## config.mk

```make
export PLATFORM = sky130hd
export DESIGN_NAME = lafu_queue
export DESIGN_NICKNAME = d
export VERILOG_FILES = /design/src/design/lafu_pkg.sv /design/src/design/lafu_queue.sv
export SDC_FILE = /design/constraint.sdc
export NUM_CORES = 1
export LEC_CHECK = 0
export BUFFER_PORTS_ARGS = -buffer_cell sky130_fd_sc_hd__buf_2
export CAP_MARGIN = 20
export CORE_MARGIN = 2
export CORE_UTILIZATION = 55
export CTS_CLUSTER_SIZE = 12
export DETAILED_ROUTE_END_ITERATION = 10
export PLACE_DENSITY = 0.82
export SYNTH_ARGS = -nofsm -noshare
export SYNTH_HDL_FRONTEND = slang
export SYNTH_SLANG_ARGS = --single-unit
```

## constraint.sdc

```tcl
create_clock -name clk -period 3.3 [get_ports clk]
set_clock_uncertainty 0.1 [all_clocks]
set_input_delay 0.165 -clock clk [delete_from_list [all_inputs] [get_ports clk]]
set_output_delay 0.165 -clock clk [all_outputs]
set_load 0.05 [all_outputs]
```

## src/design/lafu_pkg.sv

```systemverilog
`default_nettype none
package lafu_pkg;

  localparam int VOCAB_DEF      = 32;
  localparam int MODEL_DIM_DEF  = 32;
  localparam int SEQ_LEN_DEF    = 16;
  localparam int DATA_WIDTH_DEF = 16;

  localparam int FRAC        = 11;
  localparam int ONE_Q       = 2048;
  localparam int EXP_DEPTH   = 256;
  localparam int LOGIT_MAX   = 8388607;
  localparam int MAX_RESULTS = 32;
  localparam int QUEUE_DEPTH = 4;

  localparam logic [1:0] OP_WEIGHT  = 2'd0;
  localparam logic [1:0] OP_TOKEN   = 2'd1;
  localparam logic [1:0] OP_COMPUTE = 2'd2;

  localparam logic [2:0] MAT_EMBED = 3'd0;
  localparam logic [2:0] MAT_QUERY = 3'd1;
  localparam logic [2:0] MAT_KEY   = 3'd2;
  localparam logic [2:0] MAT_VALUE = 3'd3;
  localparam logic [2:0] MAT_OUT   = 3'd4;

  typedef enum logic [1:0] {CMD_WEIGHT, CMD_TOKEN, CMD_COMPUTE} cmd_kind_t;

  typedef struct packed {
    logic [1:0]         op;
    logic [2:0]         matrix_sel;
    logic [4:0]         row_index;
    logic [4:0]         col_index;
    logic signed [15:0] weight_value;
    logic [3:0]         position;
    logic [4:0]         token;
  } req_t;

  typedef struct packed {
    logic [4:0]         logit_index;
    logic signed [23:0] logit;
    logic               last;
  } res_t;

  typedef struct packed {
    cmd_kind_t          kind;
    logic [2:0]         matrix_sel;
    logic [4:0]         row_index;
    logic [4:0]         col_index;
    logic signed [15:0] weight_value;
    logic [3:0]         position;
    logic [4:0]         token;
  } cmd_t;

  function automatic int bits_for(input int n);
    return (n > 1) ? $clog2(n) : 1;
  endfunction

  function automatic int max_int(input int a, input int b);
    return (a > b) ? a : b;
  endfunction

  // exp(-i/32) in Q.11, geometric recurrence in Q.30
  function automatic logic [EXP_DEPTH*16-1:0] exp_rom_init();
    logic [63:0] p;
    logic [63:0] e;
    logic [EXP_DEPTH*16-1:0] r;
    p = 64'd1 << 30;
    r = '0;
    for (int i = 0; i < EXP_DEPTH; i++) begin
      e = (p + (64'd1 << 18)) >> 19;
      r[i*16 +: 16] = e[15:0];
      p = (p * 64'd1040706261 + (64'd1 << 29)) >> 30;
    end
    return r;
  endfunction

  localparam logic [EXP_DEPTH*16-1:0] EXP_ROM = exp_rom_init();

endpackage
`default_nettype wire

```

## src/design/lafu_queue.sv

```systemverilog
`default_nettype none
module lafu_queue import lafu_pkg::*; #(
  parameter int DEPTH = QUEUE_DEPTH
) (
  input  wire logic clk,
  input  wire logic rst,
  input  wire logic push,
  input  wire cmd_t push_cmd,
  input  wire logic pop,
  output logic      head_valid,
  output cmd_t      head,
  output logic      full
);

  localparam int AW = bits_for(DEPTH);
  localparam int CW = $clog2(DEPTH + 1);

  cmd_t           slots [DEPTH];
  logic [AW-1:0]  wp;
  logic [AW-1:0]  rp;
  logic [CW-1:0]  count;

  assign head_valid = count != '0;
  assign full       = int'(count) == DEPTH;
  assign head       = slots[rp];

  always_ff @(posedge clk) begin
    if (push) begin
      slots[wp] <= push_cmd;
    end
  end

  always_ff @(posedge clk) begin
    if (rst) begin
      wp    <= '0;
      rp    <= '0;
      count <= '0;
    end else begin
      if (push) begin
        wp <= (int'(wp) == DEPTH - 1) ? '0 : wp + AW'(1);
      end
      if (pop) begin
        rp <= (int'(rp) == DEPTH - 1) ? '0 : rp + AW'(1);
      end
      if (push && !pop) begin
        count <= count + CW'(1);
      end else if (pop && !push) begin
        count <= count - CW'(1);
      end
    end
  end

endmodule
`default_nettype wire

```

Word-level counts from Yosys, hierarchy flattened:

Memories as Yosys holds them, arrays and structs flattened. A register that Yosys moved wholly into a read port is not among the register bits.
Cells that the tools add are included.

* add/subtract/negate cells: 4
* eq/ne operators: 3
* muxes and demuxes: 8
* reductions and logical operators: 6

Operator list (number)
* two-way mux 2 bit: 4
* two-way mux 3 bit: 2
* adder 2 x 1 -> 2 bit (second input constant): 2
* equality test 2 x 1 -> 1 bit (second input constant): 2
* adder 3 x 1 -> 3 bit (second input constant): 1
* equality test 3 bit (second input constant): 1
* nonzero test 3 bit: 1
* subtractor 3 x 1 -> 3 bit (second input constant): 1
* logical AND 1 bit: 2
* logical NOT 1 bit: 2
* two-way mux 1 bit: 2
* nonzero test 2 bit: 1

* register bits: 7
* bits in writable memories: 160
* input port bits: 44
* output and inout bits: 42
* word-level logic and storage cells: 25
* memories: 1

Memory list
* slots: words 4, width 40, read ports 1, clocked after memory_dff 1, wr ports 1, line lafu_queue.sv:18 `cmd_t slots [DEPTH];`

Depth between registers and ports, before layout:

* depth in word-level cells: 4
* gate-level depth with buffers: 7
* depth with buffers taken out: 7

Worst setup path before layout:

No wires, ideal clock.

* path type: reg-to-reg
* start: register wp[0]
* end: memory slots[3][0] (netlist name) (enable)
* library setup time: 0.401 ns
* arrival time: 1.519 ns
* data required time: 2.799 ns
* path slack: 1.280 ns
* stages on the path, launching flop included: 3
* buffers on the path: 0
* clock period less this slack: 2.020 ns
* cell sequence: dfxtp_1 ha_1 and2_1

RTL lines
* start, declared: line lafu_queue.sv:19 `logic [AW-1:0] wp;`
* start signal, assigned: line lafu_queue.sv:40 `wp <= (int'(wp) == DEPTH - 1) ? '0 : wp + AW'(1);`
* end, declared: line lafu_queue.sv:18

No word-level cell before the write port.

==> results by group <==
Routing
  – Final Routed Wirelength: 10800 um
  – # DRC: 0
  – DR vias: 2996
  – Iter 0 DRT Violations: roughly 170
  – Antenna Nets Post-Route: 0
  – Vias per Instance: 5.46
  – DR pass1 iterations: 4
  – WL per Instance: 19.6 um

Cells and area
  – Commonest non-fill, non-tap cell in the layout: edfxtp_1
  – Final nets: 447
  – Non-Filler Instances: 549
  – Most frequent cells in the layout: edfxtp_1 (160), buf_2 (85), dlygate4sd3_1 (43)
  – Layout cells sized above 1: 40.8%
  – Layout Utilization: between 70% and 80%
  – Final instance area: 7850 um2
  – Filler Cell Count: 664
  – # diodes: 0
  – P&R area growth vs syn: 25.4%

Global route
  – Initial antenna violation count: 0
  – Gr ovfl total: 0
  – Total GRT Usage: 18.5%
  – Number of global-route vias before repair: 3276
  – First-pass GRT wire length: 17000 um
  – Largest net degree at the start of global routing: 41

STA
  – Final hold viol count: 0
  – Total Neg Setup Slack: 0 ps
  – Period utilization: 74.1%
  – Count of final setup violators: 0
  – Worst slew pin tran: 1050 ps
  – Post-route minimum period: 2450 ps
  – Unrepaired setup endpoints after global routing: false
  – Final Slew Violations: 0
  – Slew Limit Headroom: between 30 and 40%
  – Max Fclk: 0.409 GHz

Power and ir drop
  – Total Power: 5.08 mW
  – Power Density: 648 nW/um2
  – Peak supply drop: between 0.3 and 0.4 mV
  – Leak Pwr: 2.74 nW

Floorplanning
  – Die Width: 111 um
  – Number of I/O pins: 86
  – Number of cell rows: 38
  – Die footprint: 12200 um2
  – Initial Util: 57.0%
  – DIE HEIGHT: 111 um
  – Core area: 11000 um2

Clocking
  – Register clock-pin slew on the reported worst setup and hold paths: approximately 60 ps
  – Clk buf depth: 2
  – Hold buffers post-CTS: 43
  – CTS Buf Count: 17
  – Worst-skew pair later-pin latency: ~410 ps
  – Root Driver: clkbuf_16
  – CTS tree: built
  – CTS resizes: 0
  – CTS Sinks: around 170
  – CTS H-tree depth: 4
  – Setup bufs post-CTS: 0

Hold path
  – Hold Path Class: primary input to flop

Placed design
  – GP Congestion: approximately 0.68
  – Placed inst area: between 6000 and 7000 um2
  – Dpl cells: 471
  – IO Port Bufs: 85
  – Post-DP HPWL: between 5000 and 6000 um

Synthesis
  – Syn Inst Count: between 200 and 300
  – Synth top area share: roughly 77%
  – Post-synthesis sequential area ratio: 79.6%
  – Mapped cell area: 6260 um2
  – Area contributors post-synth: edfxtp_1 (77%), mux4_2 (14%), dfxtp_1 (2.9%)
  – Syn avg cell area: 24.7 um2
  – Area leader, netlist: edfxtp_1
  – Post-Synthesis Net Count: 304
  – Post-synthesis cell type count: 17
  – Ys Warns: 0
  – Synth Register Bits: 169

Critical path
  – Kind of critical path: flop to primary output
  – Crit path max fanout: 40
  – Critical path endpoint category: primary output
  – Nature of the critical path startpoint: flop
  – Worst path arrival time: 2180 ps
  – CP required: 3030 ps

Run status
  – Status: completed

Run
  – Max-Cap Viols: 0
==> registers in the layout, indices dropped and copies added (netlist names), named ones only <==
signal / count
slots: 160
count: 3
rp: 2
wp: 2
==> stage by stage <==
stage / hold slack (ps) / setup WS (ps)
final: 24.3 / 854
after global routing: 48.5 / 690
after CTS: 7.02 / 785
after detailed placement: 282 / 1240
after global placement: 275 / 1230
after floorplan: 134 / 1280
==> critical path: stages (launching register included) <==
cell     delay [ps]
dfxtp_4         880
mux4_2          620
buf_2           230
==> path summary, 6_finish.rpt <==
path / start / end / slack (ps) / depth (start not counted)
worst max-delay path: flop / head[0] / 850 / 2
worst min-delay path: push / wp[1] / 20 / 3
worst max register to register: wp[0] / slots[0][22] / 1280 / 4
worst min register to register: count[2] / count[2] / 430 / 2
==> kinds of logic (layout without fill, tap and decap cells) <==
| family | after synthesis | count (layout) | synth area share (%) |
|---|---|---|---|
| DFF | 169 | 169 | 79.6 |
| adders and majority gates | 7 | 7 | 1.52 |
| and+or+nand+nor | 15 | 15 | 1.26 |
| buffers and inverters | 13 | 169 | 2.02 |
| AOI/OAI and AO/OA | 3 | 3 | 0.240 |
| muxes | 44 | 44 | 15.0 |
| xor gates and xnor gates | 2 | 2 | 0.280 |
==> report_power, final <==
part / internal, mW / switching (mW)
logic: 0.224 / 0.410
clock network: 1.15 / 0.787
registers: 2.45 / 0.0652
==> cell type report <==
| type | instances | area [um2] | share of cell area, % |
|---|---|---|---|
| Sequential cell | 169 | 4990 | 63.6 |
| Multi-Input combinational cell | 71 | 1150 | 14.7 |
| Timing Repair Buffer | 133 | 931 | 11.9 |
| Clock buffer | 19 | 443 | 5.64 |
| Tap cell | 140 | 175 | 2.23 |
| Clock inverter | 13 | 143 | 1.82 |
| Inverter | 4 | 15.0 | 0.191 |
==> per-layer routing <==
metal | global-route usage [%] | vias up | share of wire [%]
li1 | - | 1353 | -
met1 | 23.7 | 1531 | 42
met2 | 29.9 | 100 | 52
met3 | 6.83 | 12 | 5.3
met4 | 6.08 | 0 | 1.0
met5 | 0 | - | 0
==> synth_stat cells <==
cell,instances
inv_1,4
buf_2,4
buf_6,1
edfxtp_1,160
a21oi_1,2
fa_1,1
ha_1,6
dfxtp_1,9
xor2_1,2
mux4_2,40
or3_1,2
buf_12,4
and2_1,4
nor3b_1,2
mux2i_1,4
nor2_1,7
o21ai_0,1
Note: power is estimated with default switching activity, not from simulation.
